`src/rtl/mlfq_process_scheduler_assert.svh`:
```
// ----------------------------------------------------------------------------
// mlfq process scheduler assertion macros
// concurrent checks sampled on the rising clock edge, off while reset is low
// ----------------------------------------------------------------------------
`ifndef MLFQ_PROCESS_SCHEDULER_ASSERT_SVH
`define MLFQ_PROCESS_SCHEDULER_ASSERT_SVH

// same-cycle implication
`define MLFQ_ASSERT_NOW(lbl, clk, rstn, ante, cons, msg) \
  lbl: assert property (@(posedge clk) disable iff (!(rstn)) (ante) |-> (cons)) \
    else $error(msg);

// next-cycle implication
`define MLFQ_ASSERT_NEXT(lbl, clk, rstn, ante, cons, msg) \
  lbl: assert property (@(posedge clk) disable iff (!(rstn)) (ante) |=> (cons)) \
    else $error(msg);

`endif

```
`src/rtl/mlfq_pkg.sv`:
```
// ----------------------------------------------------------------------------
// mlfq_pkg
// shared types, codes and constants of the mlfq process scheduler
// ----------------------------------------------------------------------------
package mlfq_pkg;

  localparam int DEF_NUM_PROCS  = 16;
  localparam int DEF_NUM_LEVELS = 4;

  localparam int PID_W   = 4;
  localparam int QUANT_W = 8;
  localparam int TICK_W  = 8;
  localparam int BINT_W  = 16;
  localparam int CFG_IDX_W  = 3;
  localparam int CFG_DATA_W = 16;

  localparam logic [QUANT_W-1:0] QUANT0_RST = 8'd2;
  localparam logic [QUANT_W-1:0] QUANT1_RST = 8'd4;
  localparam logic [QUANT_W-1:0] QUANT2_RST = 8'd6;
  localparam logic [QUANT_W-1:0] QUANT3_RST = 8'd8;
  localparam logic [BINT_W-1:0]  BINT_RST   = 16'd100;
  localparam logic [PID_W-1:0]   IDLE_RST   = 4'd0;
  localparam logic [TICK_W-1:0]  TICK_MAX   = 8'd255;

  // opcodes
  localparam logic [1:0] OP_ENQ  = 2'd0;
  localparam logic [1:0] OP_PICK = 2'd1;
  localparam logic [1:0] OP_TICK = 2'd2;

  // register indexes
  localparam logic [CFG_IDX_W-1:0] CFG_QUANT0 = 3'd0;
  localparam logic [CFG_IDX_W-1:0] CFG_QUANT1 = 3'd1;
  localparam logic [CFG_IDX_W-1:0] CFG_QUANT2 = 3'd2;
  localparam logic [CFG_IDX_W-1:0] CFG_QUANT3 = 3'd3;
  localparam logic [CFG_IDX_W-1:0] CFG_BOOST  = 3'd4;
  localparam logic [CFG_IDX_W-1:0] CFG_IDLE   = 3'd5;

  typedef struct packed {
    logic [1:0]       opcode;
    logic [PID_W-1:0] proc_id;
    logic             proc_dead;
    logic             current_valid;
    logic [PID_W-1:0] current_id;
    logic             current_running;
  } in_item_t;

  typedef struct packed {
    logic             picked_valid;
    logic [PID_W-1:0] picked_id;
    logic             reschedule;
    logic             boosted;
  } out_item_t;

  typedef enum logic [3:0] {
    S_IDLE,
    S_EXEC,
    S_ENQ,
    S_PICK,
    S_TICK,
    S_BST_LVL,
    S_BST_CLR,
    S_BST_NXT,
    S_BST_CUR,
    S_DONE
  } state_t;

endpackage

```
`src/rtl/mlfq_ram.sv`:
```
// ----------------------------------------------------------------------------
// mlfq_ram
// generic single-write, single-read ram with registered read data
// ----------------------------------------------------------------------------
module mlfq_ram #(
  parameter int WIDTH = 4,
  parameter int DEPTH = 16
) (
  input  logic                     clk,
  input  logic                     we,
  input  logic [$clog2(DEPTH)-1:0] waddr,
  input  logic [WIDTH-1:0]         wdata,
  input  logic [$clog2(DEPTH)-1:0] raddr,
  output logic [WIDTH-1:0]         rdata
);

  logic [WIDTH-1:0] mem [DEPTH];
  logic [WIDTH-1:0] rdata_r;

  always_ff @(posedge clk) begin
    if (we) begin
      mem[waddr] <= wdata;
    end
    rdata_r <= mem[raddr];
  end

  assign rdata = rdata_r;

endmodule

```
`src/rtl/mlfq_pstate.sv`:
```
// ----------------------------------------------------------------------------
// mlfq_pstate
// per-process level and used ticks, ram plus valid bits (invalid reads zero)
// ----------------------------------------------------------------------------
module mlfq_pstate
  import mlfq_pkg::*;
#(
  parameter int NUM_PROCS  = DEF_NUM_PROCS,
  parameter int NUM_LEVELS = DEF_NUM_LEVELS
) (
  input  logic                          clk,
  input  logic                          rst_n,
  input  logic [$clog2(NUM_PROCS)-1:0]  raddr,
  input  logic                          we,
  input  logic [$clog2(NUM_PROCS)-1:0]  waddr,
  input  logic [$clog2(NUM_LEVELS)-1:0] wlevel,
  input  logic [TICK_W-1:0]             wticks,
  output logic [$clog2(NUM_LEVELS)-1:0] rlevel,
  output logic [TICK_W-1:0]             rticks
);

  localparam int LW = $clog2(NUM_LEVELS);
  localparam int DW = LW + TICK_W;

  logic [NUM_PROCS-1:0] vld_r;
  logic                 rd_vld_r;
  logic [DW-1:0]        rdata;

  mlfq_ram #(
    .WIDTH (DW),
    .DEPTH (NUM_PROCS)
  ) u_ram (
    .clk   (clk),
    .we    (we),
    .waddr (waddr),
    .wdata ({wlevel, wticks}),
    .raddr (raddr),
    .rdata (rdata)
  );

  always_ff @(posedge clk) begin
    if (!rst_n) begin
      vld_r    <= '0;
      rd_vld_r <= 1'b0;
    end else begin
      rd_vld_r <= vld_r[raddr];
      if (we) begin
        vld_r[waddr] <= 1'b1;
      end
    end
  end

  // never-written entries read as the reset value
  assign rlevel = rd_vld_r ? rdata[DW-1:TICK_W] : '0;
  assign rticks = rd_vld_r ? rdata[TICK_W-1:0] : '0;

endmodule

```
`src/rtl/mlfq_process_scheduler.sv`:
```
// ----------------------------------------------------------------------------
// mlfq_process_scheduler: multilevel feedback queue over a fixed set of ids
// one transaction at a time: a new input is accepted only after the last result has
// gone into the output register; enqueue, pick and tick each walk their own states
// a boost walks every queued process of levels 1 and up, level by level
// a stalled result holds the done state; reset empties all queues, clears process state
// ----------------------------------------------------------------------------
`include "mlfq_process_scheduler_assert.svh"

module mlfq_process_scheduler
  import mlfq_pkg::*;
#(
  parameter int NUM_PROCS  = DEF_NUM_PROCS,
  parameter int NUM_LEVELS = DEF_NUM_LEVELS
) (
  input  logic                  clk,
  input  logic                  rst_n,
  input  logic                  in_valid,
  output logic                  in_stall,
  input  in_item_t              in_data,
  output logic                  out_valid,
  input  logic                  out_stall,
  output out_item_t             out_data,
  input  logic                  cfg_we,
  input  logic [CFG_IDX_W-1:0]  cfg_idx,
  input  logic [CFG_DATA_W-1:0] cfg_wdata
);

  localparam int IDW = $clog2(NUM_PROCS);
  localparam int LW  = $clog2(NUM_LEVELS);

  // control state
  state_t state_r, state_nxt;
  in_item_t item_r, item_nxt;
  out_item_t res_r, res_nxt;
  out_item_t out_data_r, out_data_nxt;
  logic out_valid_r, out_valid_nxt;

  // queue heads and tails per level, link ram holds the fifo chains
  logic [IDW-1:0] head_r [NUM_LEVELS];
  logic [IDW-1:0] head_nxt [NUM_LEVELS];
  logic [IDW-1:0] tail_r [NUM_LEVELS];
  logic [IDW-1:0] tail_nxt [NUM_LEVELS];
  logic [NUM_LEVELS-1:0] ne_r, ne_nxt;
  logic [NUM_PROCS-1:0] queued_r, queued_nxt;
  logic [BINT_W-1:0] bcnt_r, bcnt_nxt;

  // level cursor for pick and boost, walker for the boost
  logic [LW:0] lvl_r, lvl_nxt;
  logic [IDW-1:0] walk_r, walk_nxt;

  // configuration
  logic [QUANT_W-1:0] quant_r [4];
  logic [BINT_W-1:0] bint_r;
  logic [PID_W-1:0] idle_r;

  // link ram port
  logic nl_we;
  logic [IDW-1:0] nl_waddr, nl_wdata, nl_raddr, nl_rdata;

  // process state ram port
  logic ps_we;
  logic [IDW-1:0] ps_waddr, ps_raddr;
  logic [LW-1:0] ps_wlevel, ps_rlevel;
  logic [TICK_W-1:0] ps_wticks, ps_rticks;

  // decode of the held transaction
  logic [IDW-1:0] pid_x, cur_x;
  logic pid_ok, cur_ok, enq_go;
  logic [BINT_W:0] cnt_ext;
  logic boost_hit;
  logic any_ne;
  logic [LW-1:0] pick_lvl;
  logic [LW-1:0] lvl_i;
  logic lvl_end;
  logic pick_last;
  logic out_free;

  // tick arithmetic on the read-back process state
  logic [TICK_W-1:0] t_inc;
  logic [QUANT_W-1:0] q_sel;
  logic demote;
  logic [LW-1:0] lvl_dem;

  mlfq_ram #(
    .WIDTH (IDW),
    .DEPTH (NUM_PROCS)
  ) u_link (
    .clk   (clk),
    .we    (nl_we),
    .waddr (nl_waddr),
    .wdata (nl_wdata),
    .raddr (nl_raddr),
    .rdata (nl_rdata)
  );

  mlfq_pstate #(
    .NUM_PROCS  (NUM_PROCS),
    .NUM_LEVELS (NUM_LEVELS)
  ) u_pstate (
    .clk    (clk),
    .rst_n  (rst_n),
    .raddr  (ps_raddr),
    .we     (ps_we),
    .waddr  (ps_waddr),
    .wlevel (ps_wlevel),
    .wticks (ps_wticks),
    .rlevel (ps_rlevel),
    .rticks (ps_rticks)
  );

  assign pid_x  = IDW'(item_r.proc_id);
  assign cur_x  = IDW'(item_r.current_id);
  assign pid_ok = 32'(item_r.proc_id) < NUM_PROCS;
  // an id beyond the table means no current process
  assign cur_ok = item_r.current_valid && (32'(item_r.current_id) < NUM_PROCS);
  assign enq_go = pid_ok && !item_r.proc_dead && !queued_r[pid_x];

  assign cnt_ext   = {1'b0, bcnt_r} + {{BINT_W{1'b0}}, 1'b1};
  assign boost_hit = cnt_ext >= {1'b0, bint_r};

  assign any_ne = |ne_r;
  always_comb begin
    pick_lvl = '0;
    for (int i = NUM_LEVELS - 1; i >= 0; i--) begin
      if (ne_r[i]) begin
        pick_lvl = LW'(i);
      end
    end
  end
  assign pick_last = head_r[pick_lvl] == tail_r[pick_lvl];

  assign lvl_i   = lvl_r[LW-1:0];
  assign lvl_end = lvl_r == (LW+1)'(NUM_LEVELS);

  // levels from three up share the last quantum register
  assign q_sel   = (32'(ps_rlevel) < 3) ? quant_r[2'(ps_rlevel)] : quant_r[3];
  assign t_inc   = (ps_rticks != TICK_MAX) ? ps_rticks + 1'b1 : ps_rticks;
  assign demote  = t_inc >= q_sel;
  assign lvl_dem = (32'(ps_rlevel) < NUM_LEVELS - 1) ? ps_rlevel + 1'b1 : ps_rlevel;

  assign out_free = !out_valid_r || !out_stall;
  assign in_stall = state_r != S_IDLE;

  // next state
  always_comb begin
    state_nxt = state_r;
    case (state_r)
      S_IDLE: begin
        if (in_valid) begin
          state_nxt = S_EXEC;
        end
      end
      S_EXEC: begin
        case (item_r.opcode)
          OP_ENQ:  state_nxt = enq_go ? S_ENQ : S_DONE;
          OP_PICK: state_nxt = (any_ne && !pick_last) ? S_PICK : S_DONE;
          OP_TICK: begin
            if (boost_hit) begin
              state_nxt = S_BST_LVL;
            end else if (cur_ok && item_r.current_running) begin
              state_nxt = S_TICK;
            end else begin
              state_nxt = S_DONE;
            end
          end
          default: state_nxt = S_DONE;
        endcase
      end
      S_ENQ, S_PICK, S_TICK, S_BST_CUR: state_nxt = (state_r == S_BST_CUR) ? S_DONE : S_DONE;
      S_BST_LVL: begin
        if (lvl_end) begin
          state_nxt = S_BST_CUR;
        end else if (ne_r[lvl_i]) begin
          state_nxt = S_BST_CLR;
        end
      end
      S_BST_CLR: state_nxt = (walk_r == tail_r[lvl_i]) ? S_BST_LVL : S_BST_NXT;
      S_BST_NXT: state_nxt = S_BST_CLR;
      S_DONE: begin
        if (out_free) begin
          state_nxt = S_IDLE;
        end
      end
      default: state_nxt = S_IDLE;
    endcase
  end

  // datapath and memory control
  always_comb begin
    item_nxt     = item_r;
    res_nxt      = res_r;
    out_data_nxt = out_data_r;
    out_valid_nxt = out_valid_r && out_stall;
    head_nxt     = head_r;
    tail_nxt     = tail_r;
    ne_nxt       = ne_r;
    queued_nxt   = queued_r;
    bcnt_nxt     = bcnt_r;
    lvl_nxt      = lvl_r;
    walk_nxt     = walk_r;
    nl_we        = 1'b0;
    nl_waddr     = tail_r[0];
    nl_wdata     = pid_x;
    nl_raddr     = walk_r;
    ps_raddr     = (item_r.opcode == OP_ENQ) ? pid_x : cur_x;
    ps_we        = 1'b0;
    ps_waddr     = cur_x;
    ps_wlevel    = '0;
    ps_wticks    = '0;
    case (state_r)
      S_IDLE: begin
        if (in_valid) begin
          item_nxt = in_data;
        end
      end
      S_EXEC: begin
        res_nxt = '0;
        case (item_r.opcode)
          OP_PICK: begin
            if (any_ne) begin
              res_nxt.picked_valid = 1'b1;
              res_nxt.picked_id    = PID_W'(head_r[pick_lvl]);
              queued_nxt[head_r[pick_lvl]] = 1'b0;
              lvl_nxt  = {1'b0, pick_lvl};
              nl_raddr = head_r[pick_lvl];
              if (pick_last) begin
                ne_nxt[pick_lvl] = 1'b0;
              end
            end
          end
          OP_TICK: begin
            if (boost_hit) begin
              bcnt_nxt = '0;
              lvl_nxt  = (LW+1)'(1);
              res_nxt.reschedule = 1'b1;
              res_nxt.boosted    = 1'b1;
            end else begin
              bcnt_nxt = cnt_ext[BINT_W-1:0];
            end
          end
          default: ;
        endcase
      end
      S_ENQ: begin
        // append at the tail of the stored level
        queued_nxt[pid_x] = 1'b1;
        tail_nxt[ps_rlevel] = pid_x;
        if (ne_r[ps_rlevel]) begin
          nl_we    = 1'b1;
          nl_waddr = tail_r[ps_rlevel];
          nl_wdata = pid_x;
        end else begin
          head_nxt[ps_rlevel] = pid_x;
          ne_nxt[ps_rlevel]   = 1'b1;
        end
      end
      S_PICK: begin
        head_nxt[lvl_i] = nl_rdata;
      end
      S_TICK: begin
        ps_we     = 1'b1;
        ps_waddr  = cur_x;
        ps_wlevel = demote ? lvl_dem : ps_rlevel;
        ps_wticks = demote ? '0 : t_inc;
        res_nxt.reschedule = demote;
      end
      S_BST_LVL: begin
        if (!lvl_end) begin
          if (ne_r[lvl_i]) begin
            walk_nxt = head_r[lvl_i];
          end else begin
            lvl_nxt = lvl_r + 1'b1;
          end
        end
      end
      S_BST_CLR: begin
        // clear the walked process, splice the whole chain once at its tail
        ps_we    = 1'b1;
        ps_waddr = walk_r;
        nl_raddr = walk_r;
        if (walk_r == tail_r[lvl_i]) begin
          if (ne_r[0]) begin
            nl_we    = 1'b1;
            nl_waddr = tail_r[0];
            nl_wdata = head_r[lvl_i];
          end else begin
            head_nxt[0] = head_r[lvl_i];
            ne_nxt[0]   = 1'b1;
          end
          tail_nxt[0]   = tail_r[lvl_i];
          ne_nxt[lvl_i] = 1'b0;
          lvl_nxt       = lvl_r + 1'b1;
        end
      end
      S_BST_NXT: begin
        walk_nxt = nl_rdata;
      end
      S_BST_CUR: begin
        // the idle process keeps its level across a boost
        if (cur_ok && (item_r.current_id != idle_r)) begin
          ps_we    = 1'b1;
          ps_waddr = cur_x;
        end
      end
      S_DONE: begin
        if (out_free) begin
          out_data_nxt  = res_r;
          out_valid_nxt = 1'b1;
        end
      end
      default: ;
    endcase
  end

  always_ff @(posedge clk) begin
    if (!rst_n) begin
      state_r     <= S_IDLE;
      out_valid_r <= 1'b0;
      ne_r        <= '0;
      queued_r    <= '0;
      bcnt_r      <= '0;
      lvl_r       <= '0;
      head_r      <= '{default: '0};
      tail_r      <= '{default: '0};
    end else begin
      state_r     <= state_nxt;
      out_valid_r <= out_valid_nxt;
      ne_r        <= ne_nxt;
      queued_r    <= queued_nxt;
      bcnt_r      <= bcnt_nxt;
      lvl_r       <= lvl_nxt;
      head_r      <= head_nxt;
      tail_r      <= tail_nxt;
    end
  end

  always_ff @(posedge clk) begin
    item_r     <= item_nxt;
    res_r      <= res_nxt;
    out_data_r <= out_data_nxt;
    walk_r     <= walk_nxt;
  end

  // register writes, taken whenever the enable is high
  always_ff @(posedge clk) begin
    if (!rst_n) begin
      quant_r[0] <= QUANT0_RST;
      quant_r[1] <= QUANT1_RST;
      quant_r[2] <= QUANT2_RST;
      quant_r[3] <= QUANT3_RST;
      bint_r     <= BINT_RST;
      idle_r     <= IDLE_RST;
    end else if (cfg_we) begin
      case (cfg_idx)
        CFG_QUANT0: quant_r[0] <= cfg_wdata[QUANT_W-1:0];
        CFG_QUANT1: quant_r[1] <= cfg_wdata[QUANT_W-1:0];
        CFG_QUANT2: quant_r[2] <= cfg_wdata[QUANT_W-1:0];
        CFG_QUANT3: quant_r[3] <= cfg_wdata[QUANT_W-1:0];
        CFG_BOOST:  bint_r     <= cfg_wdata[BINT_W-1:0];
        CFG_IDLE:   idle_r     <= cfg_wdata[PID_W-1:0];
        default: ;
      endcase
    end
  end

  assign out_valid = out_valid_r;
  assign out_data  = out_data_r;

  // a new result only comes out of the done state
  `MLFQ_ASSERT_NOW(a_out_from_done, clk, rst_n, $rose(out_valid_r), $past(state_r) == S_DONE, "result without done state")
  // after a boost walk every level below the top is empty
  `MLFQ_ASSERT_NOW(a_boost_drained, clk, rst_n, state_r == S_BST_CUR, (ne_r >> 1) == '0, "boost left a lower level non-empty")
  // an accepted transaction always starts work
  `MLFQ_ASSERT_NEXT(a_accept_exec, clk, rst_n, in_valid && !in_stall, state_r == S_EXEC, "accepted transaction not decoded")

endmodule

```
`config.mk`:
```
export PLATFORM = sky130hd
export DESIGN_NAME = mlfq_process_scheduler
export DESIGN_NICKNAME = d
export VERILOG_FILES = /design/src/rtl/mlfq_pkg.sv /design/src/rtl/mlfq_ram.sv /design/src/rtl/mlfq_pstate.sv /design/src/rtl/mlfq_process_scheduler.sv
export VERILOG_INCLUDE_DIRS = /design/src /design/src/rtl
export SDC_FILE = /design/constraint.sdc
export NUM_CORES = 1
export LEC_CHECK = 0
export BUFFER_PORTS_ARGS = -buffer_cell sky130_fd_sc_hd__buf_2
export CAP_MARGIN = 40
export CORE_ASPECT_RATIO = 1.25
export CORE_MARGIN = 1.5
export CORE_UTILIZATION = 60
export CTS_BUF_LIST = sky130_fd_sc_hd__clkbuf_8 sky130_fd_sc_hd__clkbuf_16
export CTS_CLUSTER_SIZE = 10
export DETAILED_ROUTE_END_ITERATION = 7
export MAX_ROUTING_LAYER = met4
export PLACE_DENSITY = 0.8
export SLEW_MARGIN = 30
export SYNTH_ARGS = -nofsm -noshare
export SYNTH_HDL_FRONTEND = slang
export SYNTH_HIERARCHICAL = 1
export SYNTH_SLANG_ARGS = --single-unit
```
`constraint.sdc`:
```
create_clock -name clk -period 5.08 [get_ports clk]
set_input_delay 0.762 -clock clk [delete_from_list [all_inputs] [get_ports clk]]
set_output_delay 0.762 -clock clk [all_outputs]
set_load 0.1 [all_outputs]
```
==> results.env <==
SYNTH-SEQ-AREA-SHARE_PCT=58.5
FINAL.FILL_COUNT=2255
SYNTH-ASYNC-RESET-RATIO_PCT=0
DPL_CELL_AREA_SQ_UM=19800
CLK_PATH_BUF_DEPTH=3
YS_TYPES=69
SYNTH.YOSYS.WARNINGS=6
AREAL_POWER_DENSITY_OVER_THE_CELLS_nW_PER_UM2=355
MOSTFREQUENTLAYOUTCELLS='287 x edfxtp_1, 161 x nor2_1, 130 x nand2_1'
ANTENNA_FOUND_INITIAL=0
CLK_TRANSITION_REPORTED_PATHS_NS=0.05
POSTROUTEWIRELENGTH_UM=46300
POST_CTS_HOLD_BUFFER_COUNT=0
NUMBER_OF_ENABLE_TYPE_REGISTER_CELLS_IN_THE_SYNTHESIZED_NETLIST=287
SYNTHESIS.AREA_SQ_UM=19100
TIMING.SETUP.CRITICAL_PATH_CLASS='register to register'
ROUTE.ANTENNA.REMAINING_NETS=0
DETAIL_ROUTE.DRC_VIOLATIONS=0
VIAS_PER_CELL=6.49
FINAL_CORE_UTILIZATION_PCT=68.2
PIN_COUNT=46
SEQ_POWER_SHARE_PCT=49.9
P_CLK_SHARE_PCT=40.0
NUM_VIAS=13200
GRT_MOST_USED_LAYER='met2'
BUFFER_PORTS.INSERTED=45
WORST_SKEW_PAIR.LATE_LATENCY_NS=0.57
POWER_LEAKAGE_nW=7.17
INITIAL_CORE_UTILIZATION_PCT=61.2
LAYOUT-AREA-OVERHEAD-VS-SYNTH_PCT=11.4
GRTUSAGEMET1_PCT=35.5
ACHIEVABLE-FREQUENCY_MHz=250
CLOCK_TREE.HTREE_LEVEL_COUNT=2
MAXSLEWVIOLCOUNT=0
SWITCHINGPOWER_W=0.00186
GRT_PASS1_WL_UM=72000
DIE_H_UM=202
TIMING.MAX_CAP.VIOLATIONS=0
LAYOUT.AREA.SEQ_SQ_UM=11200
DRT_PASS1_ITERATIONS=6
MAXIMUM_NUMBER_OF_PINS_ON_ONE_NET_BEFORE_GLOBAL_ROUTE_REPAIR=76
SLEW_HEADROOM_PCT=41.1
DIE_AREA_SQ_UM=32900
MULTI_INPUT_COMB_AREA_SQ_UM=7440
FIRST_ITER_VIOLATIONS=1228
TIMING.FINAL.CRIT_PERIOD_NS=4.01
SYNTH.AVG_CELL_AREA_SQ_UM=12.5
CTS.REPAIR.RESIZED=0
WORSTHOLDPATHTYPE='input pin to register'
GRT_REMAINING_OVERFLOW=0
LAYOUT.CELL_AREA.NON_FILLER_SQ_UM=21300
DRT-WIRELENGTH-PER-CELL_UM=22.7
INSTANCE_COUNT_OF_THE_MAPPED_NETLIST=1529
FP-ROW-COUNT=72
ANTENNA-DIODE-COUNT=0
TIMING.SETUP.TNS_NS=0
GP_CONGESTION=0.962
RUN_STATUS='completed'
DIE_WIDTH_UM=163
FIRST_GLOBAL_VIAS=13000
USE_MET3_PCT=4.39
RSZ_0062_RAISED_AFTER_GLOBAL_ROUTING='no'
CTS_ROOT_CELL='clkbuf_16'
PLACE_HPWL_UM=30800
NON_FILLER_INSTANCE_COUNT_AFTER_LAYOUT=2037
CRITPATHLAUNCHTYPE='register'
CTS_POST_SETUP_BUFFERS_INSERTED=0
GLOBALROUTEMET2UTIL_PCT=49.4
WORSTPATHMAXFANOUT=17
DPL.CELL_COUNT=1938
WORSTPATHREQUIRED_NS=5.27
TRACK_USAGE_PCT=29.5
POWER_SWITCHING_SHARE_PCT=24.7
MAX_SLEW.WORST_PIN.SLEW_NS=0.883
ENDPOINTS_FAILING_HOLD=0
LAYOUT-DRIVE-GT1-SHARE_PCT=15.2
IR_WORST_VDD_uV=318
SETUP_VIOL=0
INTERNAL_POWER_W=0.00568
CTS_TREE='built'
SYNTH_FP_NETS=1596
FINISH.NET_COUNT=1657
COMBINATIONAL_GROUP_SHARE_OF_TOTAL_POWER_PCT=10.1
FINAL.SETUP_SKEW_NS=0.0339
PERIOD_SHARE_PCT=78.9
YOSYS_MOST_USED_DFF='edfxtp_1'
TRITONCTS.NUM_BUFFERS=48
MOSTFREQUENTLAYOUTCELL='edfxtp_1'
TIMING.CRITICAL_PATH.ARRIVAL_NS=4.20
CRIT_PATH_END_KIND='register'
POSTSYNTHREGISTERBITS=414
CTS.SINKS=414
CORE_REGION_AREA_SQ_UM=31200
[registers in the layout, summed over array words and instances, names as in the netlist, 7 cells and up]
signal,count
u_link/mem,64
res_r,7
u_pstate/u_ram/rdata,10
bint_r,16
head_r,16
bcnt_r,16
u_pstate/vld_r,16
out_data,7
tail_r,16
queued_r,16
u_pstate/u_ram/mem,160
quant_r,32
[final timing paths]
kind                                         from               end  slack [ns]  depth (start not counted)
worst min-delay path                   in_data[3]          cur_x[2]        0.37                          1
worst min register to register           res_r[2]       out_data[2]        0.41                          0
worst max register to register  u_pstate/rd_vld_r  u_link/mem[0][0]        1.07                          8
worst max-delay path            u_pstate/rd_vld_r  u_link/mem[0][0]        1.07                          8
[Yosys cell counts, types with 5 or more instances]
cell	number	area share [%]
nand3_1	66	1.7
and2_1	42	1.4
a31oi_1	8	0.26
ha_1	30	2.0
nand2_1	130	2.6
and3_1	23	0.75
nand3b_1	18	0.71
inv_1	37	0.73
xor2_1	8	0.37
nor2b_1	27	0.88
dfxtp_1	127	13
mux2i_1	22	1.2
nor2_1	162	3.2
mux4_1	26	3.6
o21ai_0	32	0.84
o31a_1	5	0.23
a311oi_1	19	0.87
mux4_2	54	6.4
a21oi_1	101	2.6
buf_1	11	0.22
or3_1	11	0.36
xnor2_1	17	0.78
o21a_1	20	0.79
o211ai_1	7	0.28
a221oi_1	5	0.23
or2_2	5	0.16
o221a_2	14	0.83
clkbuf_1	54	1.1
nand4_1	11	0.36
edfxtp_1	287	45
a22oi_1	24	0.94
mux2_2	14	0.83
nand2b_1	20	0.66
nor3_1	26	0.68
o22ai_1	5	0.16
[metal layers]
metal / wire length, um / up-vias / part of all wire [%]
li1: - / 5911 / -
met1: 17100 / 6503 / 37
met2: 23700 / 673 / 51
met3: 3650 / 126 / 7.9
met4: 1830 / 0 / 4.0
met5: 0 / - / 0
[kinds of logic (layout without fill, tap and decap cells)]
family,count (synthesis),after routing,synth area share (%)
XOR/XNOR,25,25,1.15
AND/OR/NAND/NOR,557,557,14.2
adder cells (fa/ha/maj),30,30,1.97
multiplexers,116,116,11.9
flip-flops,414,414,58.5
AO/OA/AOI/OAI,271,271,9.62
buffers and inverters,116,217,2.71
[final cells by class]
class / instances / area share, %
clock buffers: 49 / 5.71
clock inverters: 41 / 0.936
inverters: 37 / 0.653
multi-input cells: 999 / 35.0
flip-flops and latches: 414 / 52.5
well taps: 407 / 2.39
repair buffers: 90 / 2.81
[metrics by stage]
step / setup slack [ns] / hold slack [ns] / total power (W)
after floorplan: 0.887 / 0.400 / 0.00434
after global placement: 1.14 / 0.401 / 0.00454
after detailed placement: 1.02 / 0.405 / 0.00457
after CTS: 0.963 / 0.357 / 0.00756
after global routing: 0.784 / 0.355 / 0.00778
final: 1.07 / 0.375 / 0.00754
[critical path, cell delays in order (launching register included)]
cell     delay (ns)
dfxtp_1        0.47
and2_1         0.55
buf_4          0.34
mux4_2         0.59
nand2_1        0.27
nor2_1         0.15
o22a_1         0.27
or3b_2         0.53
nor3_1         0.45
[power groups by stage]
stage          combinational (W)  sequential (W)  clock [W]
2_1_floorplan           0.000528         0.00381          0
3_3_place_gp            0.000703         0.00384          0
3_5_place_dp            0.000723         0.00385          0
4_1_cts                 0.000728         0.00378    0.00306
5_1_grt                 0.000812         0.00377    0.00319
6_report                0.000761         0.00377    0.00302
(Power assumes the default switching activity.)
